[config.mk]
export PLATFORM = sky130hd
export DESIGN_NAME = yaw_turn_pid_steering_flat
export DESIGN_NICKNAME = d
export VERILOG_FILES = /design/src/rtl/yts_pkg.sv /design/src/rtl/yts_item_if.sv /design/src/rtl/yts_result_if.sv /design/src/rtl/yts_cfg_regs.sv /design/src/rtl/yts_err_stage.sv /design/src/rtl/yts_pid_datapath.sv /design/src/rtl/yaw_turn_pid_steering.sv /design/src/flat_wrapper.sv
export SDC_FILE = /design/constraint.sdc
export NUM_CORES = 2
export LEC_CHECK = 0
export BUFFER_PORTS_ARGS = -buffer_cell sky130_fd_sc_hd__buf_2
export CAP_MARGIN = 20
export CORE_MARGIN = 1
export CORE_UTILIZATION = 62
export DETAILED_ROUTE_END_ITERATION = 8
export HOLD_SLACK_MARGIN = 0.15
export PLACE_DENSITY = 0.78
export SYNTH_ARGS = -nofsm -noshare
export SYNTH_HDL_FRONTEND = slang
export SYNTH_SLANG_ARGS = --single-unit
[constraint.sdc]
create_clock -name clk -period 21.3 [get_ports clk]
set_input_delay 3.195 -clock clk [delete_from_list [all_inputs] [get_ports clk]]
set_output_delay 3.195 -clock clk [all_outputs]
set_load 0.005 [all_outputs]
[src/rtl/yts_pkg.sv]
// ----------------------------------------------------------------------------
// yts_pkg
// Shared types and constants of the yaw turn steering controller.
// ----------------------------------------------------------------------------
package yts_pkg;

    localparam int GAIN_W      = 16;
    localparam int CFG_DATA_W  = 16;
    localparam int THRESH_W    = 15;
    localparam int LOCK_W      = 16;
    localparam int MOTOR_W     = 6;
    localparam int CFG_INDEX_W = 3;

    typedef logic [CFG_INDEX_W-1:0] cfg_index_t;
    typedef logic [CFG_DATA_W-1:0]  cfg_data_t;

    // Configuration register indexes
    localparam cfg_index_t REG_GAIN_P    = 3'd0;
    localparam cfg_index_t REG_GAIN_I    = 3'd1;
    localparam cfg_index_t REG_GAIN_D    = 3'd2;
    localparam cfg_index_t REG_THRESHOLD = 3'd3;
    localparam cfg_index_t REG_LOCK_NEG  = 3'd4;
    localparam cfg_index_t REG_LOCK_POS  = 3'd5;

    // Item opcodes
    localparam logic OP_TICK = 1'b0;
    localparam logic OP_TURN = 1'b1;

    // Reset values of the registers
    localparam logic [THRESH_W-1:0] THRESHOLD_RESET = 15'd640;   // 10 degrees
    localparam logic [LOCK_W-1:0]   LOCK_NEG_RESET  = 16'hF7AD;  // -2131, -33.3 degrees
    localparam logic [LOCK_W-1:0]   LOCK_POS_RESET  = 16'h0A20;  // 2592, 40.5 degrees

    // Wheel speed commands for a turn start
    localparam logic [MOTOR_W-1:0] MOTOR_FWD  = 6'd20;
    localparam logic [MOTOR_W-1:0] MOTOR_REV  = 6'h2C;           // -20
    localparam logic [MOTOR_W-1:0] MOTOR_NONE = 6'd0;

    typedef struct packed {
        logic [GAIN_W-1:0]   gain_p;
        logic [GAIN_W-1:0]   gain_i;
        logic [GAIN_W-1:0]   gain_d;
        logic [THRESH_W-1:0] threshold;
        logic [LOCK_W-1:0]   lock_neg;
        logic [LOCK_W-1:0]   lock_pos;
    } yts_cfg_t;

    typedef struct packed {
        logic valid;
        logic tick;
        logic coarse;
        logic reverse;
    } yts_ctrl_t;

endpackage

[src/rtl/yts_item_if.sv]
// ----------------------------------------------------------------------------
// yts_item_if
// Input channel: one control tick or turn start per transfer.
// ----------------------------------------------------------------------------
interface yts_item_if #(
    parameter int ANGLE_WIDTH = 16
);
    logic                   valid;
    logic                   ready;
    logic                   opcode;
    logic [ANGLE_WIDTH-1:0] measured_yaw;
    logic [ANGLE_WIDTH-1:0] turn_angle;
    logic                   turn_reverse;

    modport source (
        output valid, opcode, measured_yaw, turn_angle, turn_reverse,
        input  ready
    );
    modport sink (
        input  valid, opcode, measured_yaw, turn_angle, turn_reverse,
        output ready
    );
endinterface

[src/rtl/yts_result_if.sv]
// ----------------------------------------------------------------------------
// yts_result_if
// Result channel: servo or motor command, one per input transfer.
// ----------------------------------------------------------------------------
interface yts_result_if #(
    parameter int ANGLE_WIDTH = 16
);
    logic                   valid;
    logic                   ready;
    logic [ANGLE_WIDTH-1:0] servo_angle;
    logic                   servo_valid;
    logic [5:0]             motor_speed;
    logic                   motor_valid;

    modport source (
        output valid, servo_angle, servo_valid, motor_speed, motor_valid,
        input  ready
    );
    modport sink (
        input  valid, servo_angle, servo_valid, motor_speed, motor_valid,
        output ready
    );
endinterface

[src/rtl/yts_cfg_regs.sv]
// ----------------------------------------------------------------------------
// yts_cfg_regs
// Gain, threshold and lock angle registers behind the write port.
// ----------------------------------------------------------------------------
module yts_cfg_regs (
    input  logic                clk,
    input  logic                rst_n,
    input  logic                cfg_we,
    input  yts_pkg::cfg_index_t cfg_index,
    input  yts_pkg::cfg_data_t  cfg_data,
    output yts_pkg::yts_cfg_t   cfg
);
    import yts_pkg::*;

    yts_cfg_t cfg_reg;
    yts_cfg_t cfg_next;

    always_comb
    begin
        cfg_next = cfg_reg;
        if (cfg_we)
        begin
            unique case (cfg_index)
                REG_GAIN_P:    cfg_next.gain_p    = cfg_data;
                REG_GAIN_I:    cfg_next.gain_i    = cfg_data;
                REG_GAIN_D:    cfg_next.gain_d    = cfg_data;
                REG_THRESHOLD: cfg_next.threshold = cfg_data[THRESH_W-1:0];
                REG_LOCK_NEG:  cfg_next.lock_neg  = cfg_data;
                REG_LOCK_POS:  cfg_next.lock_pos  = cfg_data;
                default:       cfg_next = cfg_reg;
            endcase
        end
    end

    always_ff @(posedge clk or negedge rst_n)
    begin
        if (!rst_n)
        begin
            cfg_reg.gain_p    <= '0;
            cfg_reg.gain_i    <= '0;
            cfg_reg.gain_d    <= '0;
            cfg_reg.threshold <= THRESHOLD_RESET;
            cfg_reg.lock_neg  <= LOCK_NEG_RESET;
            cfg_reg.lock_pos  <= LOCK_POS_RESET;
        end
        else
        begin
            cfg_reg <= cfg_next;
        end
    end

    assign cfg = cfg_reg;

endmodule

[src/rtl/yts_err_stage.sv]
// ----------------------------------------------------------------------------
// yts_err_stage
// Heading state, error, integral update and coarse/lock decision.
// ----------------------------------------------------------------------------
module yts_err_stage #(
    parameter int ANGLE_WIDTH = 16,
    parameter int SUM_WIDTH   = 32
) (
    input  logic                   clk,
    input  logic                   rst_n,
    input  logic                   en,
    input  logic                   accept,
    input  logic                   opcode,
    input  logic [ANGLE_WIDTH-1:0] measured_yaw,
    input  logic [ANGLE_WIDTH-1:0] turn_angle,
    input  logic                   turn_reverse,
    input  yts_pkg::yts_cfg_t      cfg,
    output yts_pkg::yts_ctrl_t     s1_ctrl,
    output logic [ANGLE_WIDTH-1:0] s1_lock,
    output logic [ANGLE_WIDTH:0]   s1_err,
    output logic [SUM_WIDTH-1:0]   s1_sum,
    output logic [ANGLE_WIDTH+1:0] s1_diff
);
    import yts_pkg::*;

    localparam int AW = ANGLE_WIDTH;
    localparam int EW = AW + 1;
    localparam int DW = AW + 2;
    localparam int LW = ((AW > LOCK_W) ? AW : LOCK_W) + 1;
    localparam int CW = (EW > THRESH_W) ? EW : THRESH_W;
    localparam int XW = ((SUM_WIDTH > EW) ? SUM_WIDTH : EW) + 1;
    localparam int SW = SUM_WIDTH;

    localparam logic [AW-1:0] ANGLE_MAX = {1'b0, {(AW-1){1'b1}}};
    localparam logic [AW-1:0] ANGLE_MIN = {1'b1, {(AW-1){1'b0}}};
    localparam logic [SW-1:0] SUM_MAX   = {1'b0, {(SW-1){1'b1}}};
    localparam logic [SW-1:0] SUM_MIN   = {1'b1, {(SW-1){1'b0}}};

    logic [AW-1:0] target_reg, target_next;
    logic          reverse_reg;
    logic [EW-1:0] prev_err_reg;
    logic [SW-1:0] sum_reg, sum_next;

    yts_ctrl_t     ctrl_reg;
    logic [AW-1:0] lock_reg;
    logic [EW-1:0] err_reg;
    logic [SW-1:0] sumo_reg;
    logic [DW-1:0] diff_reg;

    logic [EW-1:0] yaw_x, ang_x, tgt_x, turn_sum, err, mag;
    logic [DW-1:0] diff;
    logic [XW-1:0] sum_wide;
    logic [LW-1:0] lock_neg_x, lock_pos_x, lock_x;
    logic [AW-1:0] lock_sat;
    logic          coarse, err_pos, err_neg, use_neg;

    always_comb
    begin
        yaw_x = {measured_yaw[AW-1], measured_yaw};
        ang_x = {turn_angle[AW-1], turn_angle};
        tgt_x = {target_reg[AW-1], target_reg};

        // Turn start: saturate the new heading target
        turn_sum = yaw_x + ang_x;
        if (turn_sum[EW-1] == turn_sum[AW-1])
            target_next = turn_sum[AW-1:0];
        else if (turn_sum[EW-1])
            target_next = ANGLE_MIN;
        else
            target_next = ANGLE_MAX;

        // Control tick: exact error and its magnitude
        err     = yaw_x - tgt_x;
        mag     = err[EW-1] ? (~err + EW'(1)) : err;
        coarse  = (CW'(mag) > CW'(cfg.threshold));
        err_neg = err[EW-1];
        err_pos = !err[EW-1] && (|err);
        use_neg = (!reverse_reg && err_pos) || (reverse_reg && err_neg);

        lock_neg_x = {{(LW-LOCK_W){cfg.lock_neg[LOCK_W-1]}}, cfg.lock_neg};
        lock_pos_x = {{(LW-LOCK_W){cfg.lock_pos[LOCK_W-1]}}, cfg.lock_pos};
        lock_x     = use_neg ? lock_neg_x : lock_pos_x;
        if ((&lock_x[LW-1:AW-1]) || !(|lock_x[LW-1:AW-1]))
            lock_sat = lock_x[AW-1:0];
        else if (lock_x[LW-1])
            lock_sat = ANGLE_MIN;
        else
            lock_sat = ANGLE_MAX;

        diff = {err[EW-1], err} - {prev_err_reg[EW-1], prev_err_reg};

        // Saturating integral of the raw error
        sum_wide = {{(XW-SW){sum_reg[SW-1]}}, sum_reg} + {{(XW-EW){err[EW-1]}}, err};
        if ((&sum_wide[XW-1:SW-1]) || !(|sum_wide[XW-1:SW-1]))
            sum_next = sum_wide[SW-1:0];
        else if (sum_wide[XW-1])
            sum_next = SUM_MIN;
        else
            sum_next = SUM_MAX;
    end

    always_ff @(posedge clk or negedge rst_n)
    begin
        if (!rst_n)
        begin
            target_reg   <= '0;
            reverse_reg  <= 1'b0;
            prev_err_reg <= '0;
            sum_reg      <= '0;
        end
        else if (accept)
        begin
            if (opcode == OP_TURN)
            begin
                target_reg  <= target_next;
                reverse_reg <= turn_reverse;
            end
            else
            begin
                prev_err_reg <= err;
                if (!coarse)
                    sum_reg <= sum_next;
            end
        end
    end

    always_ff @(posedge clk or negedge rst_n)
    begin
        if (!rst_n)
            ctrl_reg <= '0;
        else if (en)
        begin
            ctrl_reg.valid   <= accept;
            ctrl_reg.tick    <= (opcode == OP_TICK);
            ctrl_reg.coarse  <= coarse;
            ctrl_reg.reverse <= turn_reverse;
        end
    end

    always_ff @(posedge clk)
    begin
        if (en)
        begin
            lock_reg <= lock_sat;
            err_reg  <= err;
            sumo_reg <= sum_next;
            diff_reg <= diff;
        end
    end

    assign s1_ctrl = ctrl_reg;
    assign s1_lock = lock_reg;
    assign s1_err  = err_reg;
    assign s1_sum  = sumo_reg;
    assign s1_diff = diff_reg;

endmodule

[src/rtl/yts_pid_datapath.sv]
// ----------------------------------------------------------------------------
// yts_pid_datapath
// Gain products, Q8.8 rounding, output saturation and result register.
// ----------------------------------------------------------------------------
module yts_pid_datapath #(
    parameter int ANGLE_WIDTH = 16,
    parameter int SUM_WIDTH   = 32
) (
    input  logic                   clk,
    input  logic                   rst_n,
    input  logic                   en,
    input  yts_pkg::yts_cfg_t      cfg,
    input  yts_pkg::yts_ctrl_t     s1_ctrl,
    input  logic [ANGLE_WIDTH-1:0] s1_lock,
    input  logic [ANGLE_WIDTH:0]   s1_err,
    input  logic [SUM_WIDTH-1:0]   s1_sum,
    input  logic [ANGLE_WIDTH+1:0] s1_diff,
    yts_result_if.source           result
);
    import yts_pkg::*;

    localparam int AW   = ANGLE_WIDTH;
    localparam int EW   = AW + 1;
    localparam int DW   = AW + 2;
    localparam int SW   = SUM_WIDTH;
    localparam int PW   = GAIN_W + EW;
    localparam int IW   = GAIN_W + SW;
    localparam int DPW  = GAIN_W + DW;
    localparam int ACCW = ((IW > DPW) ? IW : DPW) + 2;
    localparam int RW   = ACCW - 8;

    localparam logic [AW-1:0] ANGLE_MAX = {1'b0, {(AW-1){1'b1}}};
    localparam logic [AW-1:0] ANGLE_MIN = {1'b1, {(AW-1){1'b0}}};
    localparam logic [ACCW-1:0] ROUND_HALF = ACCW'(128);

    yts_ctrl_t       ctrl2_reg;
    logic [AW-1:0]   lock2_reg;
    logic signed [PW-1:0]  p_reg;
    logic signed [IW-1:0]  i_reg;
    logic signed [DPW-1:0] d_reg;

    logic            valid_reg;
    logic [AW-1:0]   servo_angle_reg;
    logic            servo_valid_reg;
    logic [MOTOR_W-1:0] motor_speed_reg;
    logic            motor_valid_reg;

    logic [ACCW-1:0] acc;
    logic [RW-1:0]   q;
    logic [AW-1:0]   pid_sat, cmd;

    // Stage 2: three independent products
    always_ff @(posedge clk or negedge rst_n)
    begin
        if (!rst_n)
            ctrl2_reg <= '0;
        else if (en)
            ctrl2_reg <= s1_ctrl;
    end

    always_ff @(posedge clk)
    begin
        if (en)
        begin
            lock2_reg <= s1_lock;
            p_reg     <= $signed(cfg.gain_p) * $signed(s1_err);
            i_reg     <= $signed(cfg.gain_i) * $signed(s1_sum);
            d_reg     <= $signed(cfg.gain_d) * $signed(s1_diff);
        end
    end

    // Stage 3: sum, round half up, drop the Q8.8 fraction, saturate, or take the lock angle on a coarse tick
    always_comb
    begin
        acc = {{(ACCW-PW){p_reg[PW-1]}}, p_reg}
            + {{(ACCW-IW){i_reg[IW-1]}}, i_reg}
            + {{(ACCW-DPW){d_reg[DPW-1]}}, d_reg}
            + ROUND_HALF;
        q = acc[ACCW-1:8];
        if ((&q[RW-1:AW-1]) || !(|q[RW-1:AW-1]))
            pid_sat = q[AW-1:0];
        else if (q[RW-1])
            pid_sat = ANGLE_MIN;
        else
            pid_sat = ANGLE_MAX;
        cmd = ctrl2_reg.coarse ? lock2_reg : pid_sat;
    end

    always_ff @(posedge clk or negedge rst_n)
    begin
        if (!rst_n)
            valid_reg <= 1'b0;
        else if (en)
            valid_reg <= ctrl2_reg.valid;
    end

    always_ff @(posedge clk)
    begin
        if (en)
        begin
            servo_angle_reg <= ctrl2_reg.tick ? cmd : '0;
            servo_valid_reg <= ctrl2_reg.tick;
            motor_valid_reg <= !ctrl2_reg.tick;
            if (ctrl2_reg.tick)
                motor_speed_reg <= MOTOR_NONE;
            else if (ctrl2_reg.reverse)
                motor_speed_reg <= MOTOR_REV;
            else
                motor_speed_reg <= MOTOR_FWD;
        end
    end

    assign result.valid       = valid_reg;
    assign result.servo_angle = servo_angle_reg;
    assign result.servo_valid = servo_valid_reg;
    assign result.motor_speed = motor_speed_reg;
    assign result.motor_valid = motor_valid_reg;

endmodule

[src/rtl/yaw_turn_pid_steering.sv]
// ----------------------------------------------------------------------------
// yaw_turn_pid_steering
// Turn steering controller: heading target, coarse lock angles, PID step.
// ----------------------------------------------------------------------------
// Takes one item per clock while the result side is not stalled and returns
// exactly one result per item, through the error, product and result
// registers. The heading target, previous error and integral are updated
// in the cycle an item is taken, so back-to-back ticks see each other's
// state; the gain products and the Q8.8 rounding follow in two further
// registered stages. All stages advance together whenever the result
// register is empty or being taken, so item.ready follows result.ready
// through one gate. Configuration writes take effect at once and are meant for an idle block.
module yaw_turn_pid_steering #(
    parameter int ANGLE_WIDTH = 16,
    parameter int SUM_WIDTH   = 32
) (
    input  logic                clk,
    input  logic                rst_n,
    input  logic                cfg_we,
    input  yts_pkg::cfg_index_t cfg_index,
    input  yts_pkg::cfg_data_t  cfg_data,
    yts_item_if.sink            item,
    yts_result_if.source        result
);
    import yts_pkg::*;

    yts_cfg_t               cfg;
    yts_ctrl_t              s1_ctrl;
    logic [ANGLE_WIDTH-1:0] s1_lock;
    logic [ANGLE_WIDTH:0]   s1_err;
    logic [SUM_WIDTH-1:0]   s1_sum;
    logic [ANGLE_WIDTH+1:0] s1_diff;
    logic                   en;
    logic                   accept;

    // Advance the pipe unless a finished result is held back
    assign en         = !result.valid || result.ready;
    assign item.ready = en;
    assign accept     = item.valid && en;

    yts_cfg_regs u_cfg (
        .clk       (clk),
        .rst_n     (rst_n),
        .cfg_we    (cfg_we),
        .cfg_index (cfg_index),
        .cfg_data  (cfg_data),
        .cfg       (cfg)
    );

    yts_err_stage #(
        .ANGLE_WIDTH (ANGLE_WIDTH),
        .SUM_WIDTH   (SUM_WIDTH)
    ) u_err (
        .clk          (clk),
        .rst_n        (rst_n),
        .en           (en),
        .accept       (accept),
        .opcode       (item.opcode),
        .measured_yaw (item.measured_yaw),
        .turn_angle   (item.turn_angle),
        .turn_reverse (item.turn_reverse),
        .cfg          (cfg),
        .s1_ctrl      (s1_ctrl),
        .s1_lock      (s1_lock),
        .s1_err       (s1_err),
        .s1_sum       (s1_sum),
        .s1_diff      (s1_diff)
    );

    yts_pid_datapath #(
        .ANGLE_WIDTH (ANGLE_WIDTH),
        .SUM_WIDTH   (SUM_WIDTH)
    ) u_pid (
        .clk     (clk),
        .rst_n   (rst_n),
        .en      (en),
        .cfg     (cfg),
        .s1_ctrl (s1_ctrl),
        .s1_lock (s1_lock),
        .s1_err  (s1_err),
        .s1_sum  (s1_sum),
        .s1_diff (s1_diff),
        .result  (result)
    );

endmodule

[src/flat_wrapper.sv]
// flat-port wrapper written by rule: the top's interface ports become plain ports
module yaw_turn_pid_steering_flat import yts_pkg::*;
#(
    parameter int ANGLE_WIDTH = 16,
    parameter int SUM_WIDTH   = 32
)
  (clk, rst_n, cfg_we, cfg_index, cfg_data, item_valid, item_opcode, item_measured_yaw, item_turn_angle, item_turn_reverse, item_ready, result_valid, result_servo_angle, result_servo_valid, result_motor_speed, result_motor_valid, result_ready);
  yts_item_if #(.ANGLE_WIDTH(ANGLE_WIDTH)) item_i ();
  yts_result_if #(.ANGLE_WIDTH(ANGLE_WIDTH)) result_i ();
  input  logic clk;
  input  logic rst_n;
  input  logic cfg_we;
  input  yts_pkg::cfg_index_t cfg_index;
  input  yts_pkg::cfg_data_t cfg_data;
  input wire logic [$bits(item_i.valid)-1:0] item_valid;
  input wire logic [$bits(item_i.opcode)-1:0] item_opcode;
  input wire logic [$bits(item_i.measured_yaw)-1:0] item_measured_yaw;
  input wire logic [$bits(item_i.turn_angle)-1:0] item_turn_angle;
  input wire logic [$bits(item_i.turn_reverse)-1:0] item_turn_reverse;
  output wire logic [$bits(item_i.ready)-1:0] item_ready;
  output wire logic [$bits(result_i.valid)-1:0] result_valid;
  output wire logic [$bits(result_i.servo_angle)-1:0] result_servo_angle;
  output wire logic [$bits(result_i.servo_valid)-1:0] result_servo_valid;
  output wire logic [$bits(result_i.motor_speed)-1:0] result_motor_speed;
  output wire logic [$bits(result_i.motor_valid)-1:0] result_motor_valid;
  input wire logic [$bits(result_i.ready)-1:0] result_ready;
  assign item_i.valid = item_valid;
  assign item_i.opcode = item_opcode;
  assign item_i.measured_yaw = item_measured_yaw;
  assign item_i.turn_angle = item_turn_angle;
  assign item_i.turn_reverse = item_turn_reverse;
  assign item_ready = item_i.ready;
  assign result_valid = result_i.valid;
  assign result_servo_angle = result_i.servo_angle;
  assign result_servo_valid = result_i.servo_valid;
  assign result_motor_speed = result_i.motor_speed;
  assign result_motor_valid = result_i.motor_valid;
  assign result_i.ready = result_ready;
  yaw_turn_pid_steering #(.ANGLE_WIDTH(ANGLE_WIDTH), .SUM_WIDTH(SUM_WIDTH)) u_core (.clk(clk), .rst_n(rst_n), .cfg_we(cfg_we), .cfg_index(cfg_index), .cfg_data(cfg_data), .item(item_i), .result(result_i));
endmodule
* After elaboration in Yosys (flattened, before gate mapping)
Cells that the tools add are included. W data, S select, Z words.
Operators by class: multipliers 3, add/sub/neg operators 8, order comparisons 1, bitwise operators 3, equal/unequal tests 6, reductions and logical operators 33, mux-type cells 12
Operators by type and width (number):
- $mux W16 | 7
- $mux W32 | 2
- $add A49 B34 Y50 | 1
- $add A50 B8 Y50 const B | 1
- $add A33 B48 Y49 | 1
- $mul A16 B32 Y48 | 1
- $mul A16 B18 Y34 | 1
- $mux W17 | 2
- $add A32 B17 Y33 | 1
- $mul A16 B17 Y33 | 1
- $reduce_and A27 Y1 | 1
- $reduce_or A27 Y1 | 1
- $reduce_and A2 Y1 | 10
- $sub A17 B17 Y18 | 1
- $add A16 B16 Y17 | 1
- $add A17 B1 Y17 const B | 1
- $gt A17 B15 Y1 | 1
- $not A17 Y17 | 1
- $reduce_or A17 Y1 | 1
- $sub A16 B16 Y17 | 1
- $logic_not A1 Y1 | 7
- $eq A3 B2 Y1 const B | 2
- $eq A3 B3 Y1 const B | 2
- $mux W6 | 1
- other kinds (8) | 17
Word-level totals: output and inout bits 26, input port bits 58, word-level logic and storage cells 97, register bits 408

* Longest topological paths before layout
depth in word-level cells 10, depth in mapped cells 29, mapped depth without buffers 26

* Hierarchy
Synthesis repeated with hierarchy kept, for this count alone.
Second synthesis, totals: cell total of the unflattened synthesis 6383, area total of the unflattened synthesis 62263.5 µm²
Modules (own cells, without submodules):
- yts_pid_datapath | times used 1, area each 48142.4 µm², seq. area each 4689.5 µm², cells an instance 5101
- yts_err_stage | times used 1, area each 10435.0 µm², seq. area each 4244.1 µm², cells an instance 1074
- yts_cfg_regs | times used 1, area each 3663.5 µm², seq. area each 2398.6 µm², cells an instance 206
- yaw_turn_pid_steering | times used 1, area each 22.5 µm², seq. area each 0.0 µm², cells an instance 2

* Worst setup path before layout
Ideal clock, no wire load.
path kind input -> output, start in result_ready, end out item_ready, setup slack 8031 ps, cell stages on the path 3, arrival 10074 ps, data required time 18105 ps, buffers on the path 2, cell sequence nand2b_1 clkbuf_1 clkbuf_1
On the way: longest elaborated chain between the ends 1
Ends and longest elaborated chain:
- start, declared | RTL line flat_wrapper.sv:26 | input wire logic [$bits(result_i.ready)-1:0] result_ready;
- $logic_or A1 B1 Y1 | RTL line yaw_turn_pid_steering.sv:37 | assign en = !result.valid || result.ready;
- end, declared | RTL line flat_wrapper.sv:20 | output wire logic [$bits(item_i.ready)-1:0] item_ready;
No other way between the ends.

* Worst setup path in the final report
start reg u_core.u_cfg.cfg_reg, in the netlist u_core.u_cfg.cfg[71], end reg u_core.u_pid.i_reg[45] (data pin)
On the way: longest elaborated chain between the ends 1
Ends and longest elaborated chain:
- start, declared | RTL line yts_cfg_regs.sv:15 | yts_cfg_t cfg_reg;
- start signal, assigned | RTL line yts_cfg_regs.sv:48 | cfg_reg <= cfg_next;
- $mul A16 B32 Y48 | RTL line yts_pid_datapath.sv:67 | i_reg <= $signed(cfg.gain_i) * $signed(s1_sum);
- end signal, assigned | RTL line yts_pid_datapath.sv:67
- end, declared | RTL line yts_pid_datapath.sv:39 | logic signed [IW-1:0] i_reg;
No other way between the ends. A chain may end at the register's enable or synchronous reset.

==> run_summary.xml <==
<?xml version="1.0" encoding="UTF-8"?>
<metrics>
  <group name="clock_network">
    <metric name="cts_stage_hold_buffer_count" unit="">0</metric>
    <metric name="clk_latency" unit="ns">0.65</metric>
    <metric name="cts.reportedPaths.clkPinSlew" unit="ns">0.06</metric>
    <metric name="htree_levels" unit="">2</metric>
    <metric name="cts.repair_timing.setup_buffer_count" unit="">0</metric>
    <metric name="tritoncts.num_buffers" unit="">49</metric>
    <metric name="clockRootBuffer" unit="">sky130_fd_sc_hd__clkbuf_16</metric>
    <metric name="post_cts.resized_instances" unit="">0</metric>
    <metric name="cts_buffer_depth" unit="">3</metric>
    <metric name="tritoncts" unit="">done</metric>
    <metric name="cts.sinks" unit="">405</metric>
  </group>
  <group name="detailed_routing">
    <metric name="postRouteAntennaNets" unit="">0</metric>
    <metric name="average_routed_wire_per_standard_cell" unit="um">20.40</metric>
    <metric name="routed_wirelength" unit="um">157200</metric>
    <metric name="post_drt_via_cell_ratio" unit="">5.888</metric>
    <metric name="drt_drc_violations_left" unit="">0</metric>
    <metric name="drt_iter0_markers" unit="">3712</metric>
    <metric name="first_pass_iters" unit="">7</metric>
    <metric name="route.vias.total" unit="">45390</metric>
  </group>
  <group name="die">
    <metric name="floorplan.initialDensity" unit="%">62.99</metric>
    <metric name="floorplan.rows" unit="">115</metric>
    <metric name="floorplan.core_area" unit="um^2">98990</metric>
    <metric name="dieArea" unit="um^2">101800</metric>
    <metric name="dieWidth" unit="um">319.1</metric>
    <metric name="io_pins" unit="">84</metric>
    <metric name="floorplan.die.height" unit="um">319.1</metric>
  </group>
  <group name="grt">
    <metric name="maximum_number_of_pins_on_one_net_before_global_route_repair" unit="">74</metric>
    <metric name="global_route_wire_length_before_repair" unit="um">256100</metric>
    <metric name="grt_pass1_vias" unit="">48220</metric>
    <metric name="grt_antenna_before_repair" unit="">10</metric>
    <metric name="grt.total_usage" unit="%">32.13</metric>
    <metric name="grt-ovfl-total" unit="">0</metric>
  </group>
  <group name="placed_design">
    <metric name="placed_cells_incl_taps" unit="">7608</metric>
    <metric name="count_of_buffers_from_port_buffering" unit="">81</metric>
    <metric name="gp_congestion" unit="">0.9547</metric>
    <metric name="hpwlAfterDp" unit="um">124300</metric>
  </group>
  <group name="synth">
    <metric name="synth_area" unit="um^2">62350</metric>
    <metric name="synthDistinctLibCells" unit="">97</metric>
    <metric name="async_s_r_ff_share_synth" unit="%">41.98</metric>
    <metric name="synth.top_cells.by_count" unit="">sky130_fd_sc_hd__inv_1 (1311), sky130_fd_sc_hd__fa_1 (1103), sky130_fd_sc_hd__nand2_1 (754), sky130_fd_sc_hd__ha_1 (475), sky130_fd_sc_hd__and2_1 (425)</metric>
    <metric name="yosys_warnings" unit="">0</metric>
    <metric name="syn-mean-instance-area" unit="um^2">9.716</metric>
    <metric name="synth.area.top_cells" unit="">sky130_fd_sc_hd__fa_1 (35%), sky130_fd_sc_hd__edfxtp_1 (11%), sky130_fd_sc_hd__ha_1 (9.5%)</metric>
    <metric name="synth_enable_flop_cells" unit="">235</metric>
    <metric name="synth_largest_area_cell" unit="">sky130_fd_sc_hd__fa_1</metric>
    <metric name="yosysTopAreaCellShare" unit="%">35.41</metric>
    <metric name="yosysSeqAreaShare" unit="%">18.17</metric>
    <metric name="synth.ff_latch_count" unit="">405</metric>
    <metric name="synth_flop_cell" unit="">sky130_fd_sc_hd__edfxtp_1</metric>
    <metric name="netlist_instances" unit="">6418</metric>
    <metric name="synthMostInstantiatedCell" unit="">sky130_fd_sc_hd__inv_1</metric>
  </group>
  <group name="timing">
    <metric name="final.setup_skew" unit="ns">0.03642</metric>
    <metric name="max_freq" unit="GHz">0.1177</metric>
    <metric name="max_slew_margin" unit="%">28.81</metric>
    <metric name="final_max_slew_viol_count" unit="">0</metric>
    <metric name="post-route-period-util" unit="%">39.90</metric>
    <metric name="finalSetupTns" unit="ns">0</metric>
    <metric name="hold_viol_final" unit="">0</metric>
    <metric name="rsz0062_at_grt" unit="">false</metric>
    <metric name="worstMarginPinSlew" unit="ns">1.060</metric>
    <metric name="timing.final.setup_violations" unit="">0</metric>
    <metric name="period_needed" unit="ns">8.499</metric>
  </group>
  <group name="setup_path">
    <metric name="worst_endpoint_required_time" unit="ns">21.66</metric>
    <metric name="timing.critical_path.slowest_cell_delay" unit="ns">0.77</metric>
    <metric name="worstPathArrival" unit="ns">8.86</metric>
    <metric name="reg2reg_setup_slack" unit="ns">12.80</metric>
    <metric name="critical_path.reg2reg.startpoint" unit="">u_core.u_cfg.cfg[71]</metric>
    <metric name="regToRegEndpoint" unit="">u_core.u_pid.i_reg[45]</metric>
    <metric name="crit_path_max_fanout" unit="">20</metric>
    <metric name="setup.worst_path.end_class" unit="">register</metric>
    <metric name="reg2regPathDepth" unit="">24</metric>
    <metric name="timing.critical_path.slowest_stage_cell" unit="">sky130_fd_sc_hd__dfrtp_1</metric>
    <metric name="start_kind" unit="">register</metric>
    <metric name="worstSetupPathType" unit="">register to register</metric>
    <metric name="critical_path.most_common_cell" unit="">sky130_fd_sc_hd__fa_1</metric>
    <metric name="cell_by_cell_trace_of_the_critical_path" unit="">buf_4 &gt; nand2_1 &gt; fa_1 &gt; inv_1 &gt; fa_1 &gt; fa_1 &gt; fa_1 &gt; fa_1 &gt; inv_1 &gt; fa_1 &gt; inv_1 &gt; ha_1 &gt; a21oi_1 &gt; nor2_1 &gt; a2111oi_0 &gt; o211ai_1 &gt; a2111oi_0 &gt; o31ai_1 &gt; o41ai_2 &gt; o21ai_0 &gt; nor2_1 &gt; o21ai_0 &gt; a211oi_1 &gt; xnor2_1</metric>
  </group>
  <group name="flow_run">
    <metric name="max_cap_violations" unit="">0</metric>
  </group>
  <group name="min_path">
    <metric name="hold_path_startpoint" unit="">u_core.u_err.s1_lock[15]</metric>
    <metric name="hold_end" unit="">u_core.u_pid.lock2_reg[15]</metric>
    <metric name="timing.hold.worst.class" unit="">register to register</metric>
    <metric name="hold_critical_path_depth" unit="">0</metric>
  </group>
  <group name="final_layout">
    <metric name="layout-drive-gt1-share" unit="%">6.688</metric>
    <metric name="synthToLayoutAreaGrowth" unit="%">5.325</metric>
    <metric name="nFillCells" unit="">7614</metric>
    <metric name="largest_register_ffs" unit="">95</metric>
    <metric name="count_of_nets_after_finishing" unit="">8009</metric>
    <metric name="utilization" unit="%">66.34</metric>
    <metric name="layoutNonFillerInstCount" unit="">7709</metric>
  </group>
  <group name="run_status">
    <metric name="status" unit="">finished clean</metric>
  </group>
</metrics>
==> worst max-delay path by stage <==
stage                          from                        to  slack, ns
2_1_floorplan          result_ready                item_ready       8.03
3_3_place_gp   item_measured_yaw[0]  u_core.u_err.sum_reg[30]      12.55
3_5_place_dp   item_measured_yaw[0]  u_core.u_err.sum_reg[30]      12.42
4_1_cts        u_core.u_cfg.cfg[77]    u_core.u_pid.i_reg[45]      12.93
5_1_grt        u_core.u_cfg.cfg[71]    u_core.u_pid.i_reg[45]      12.36
6_report       u_core.u_cfg.cfg[71]    u_core.u_pid.i_reg[45]      12.80
==> area by class of cell <==
class / instances / area (um^2) / area share [%]
Antenna cell: 8 / 20.02 / 0.03048
Clock buffer: 63 / 1330 / 2.025
Clock inverter: 29 / 387.9 / 0.5906
Inverter: 1311 / 4921 / 7.493
Multi-Input combinational cell: 4472 / 45240 / 68.89
Sequential cell: 405 / 11330 / 17.25
Tap cell: 1287 / 1610 / 2.452
Timing Repair Buffer: 134 / 832.0 / 1.267
==> metal layers <==
layer  wire [um]  vias to the layer above  part of all wire [%]  GRT usage (%)
met5          34                        -                 0.022              0
met4        7423                        4                   4.7          13.24
met3       14910                      424                   9.5          6.255
met2       71860                     2047                    46          51.18
met1       63020                    22880                    40          43.34
li1            -                    20040                     -              -
==> worst max-delay path, delay by kind of cell (launching register included) <==
kind	cells	cell delay, ns
buf+inv	4	0.61
fa+ha+maj	7	3.37
compound gates	9	3.01
flops	1	0.77
xor+xnor	1	0.09
simple gates	3	0.36
==> cell families after synthesis <==
| kind of cell | Yosys count | share of synthesized area, % |
|---|---|---|
| xor gates and xnor gates | 206 | 2.893 |
| adders and majority gates | 1589 | 45.12 |
| buffers and inverters | 1542 | 9.393 |
| AOI/OAI and AO/OA | 748 | 7.982 |
| muxes | 141 | 2.540 |
| other | 1 | 0.006014 |
| and+or+nand+nor | 1786 | 13.89 |
| DFF | 405 | 18.17 |
==> per-stage QoR <==
step / hold WS, ns / setup slack (ns) / area (um^2)
4_1_cts: 0.4103 / 12.93 / 65630
2_1_floorplan: 0.4003 / 8.031 / 62360
3_5_place_dp: 0.4045 / 12.42 / 63910
3_3_place_gp: 0.4010 / 12.55 / 63910
5_1_grt: 0.4214 / 12.36 / 65660
6_report: 0.4049 / 12.80 / 65680
==> cell usage in the layout (no fill, tap or decap), types with 73 or more instances in the layout <==
cell | Yosys | routed
sky130_fd_sc_hd__inv_1 | 1311 | 1311
sky130_fd_sc_hd__fa_1 | 1103 | 1103
sky130_fd_sc_hd__nand2_1 | 754 | 754
sky130_fd_sc_hd__ha_1 | 475 | 475
sky130_fd_sc_hd__and2_1 | 425 | 425
sky130_fd_sc_hd__edfxtp_1 | 235 | 235
sky130_fd_sc_hd__nor2_1 | 230 | 230
sky130_fd_sc_hd__a21oi_1 | 201 | 201
sky130_fd_sc_hd__o21ai_0 | 166 | 166
sky130_fd_sc_hd__xnor2_1 | 159 | 159
sky130_fd_sc_hd__dfrtp_1 | 153 | 153
sky130_fd_sc_hd__mux2_2 | 128 | 128
sky130_fd_sc_hd__buf_2 | 22 | 80
sky130_fd_sc_hd__a21o_1 | 74 | 74
sky130_fd_sc_hd__nand3_1 | 73 | 73
Power is not shown: default switching activity piles up to over one toggle a cycle in this logic, so the estimate is an artifact.
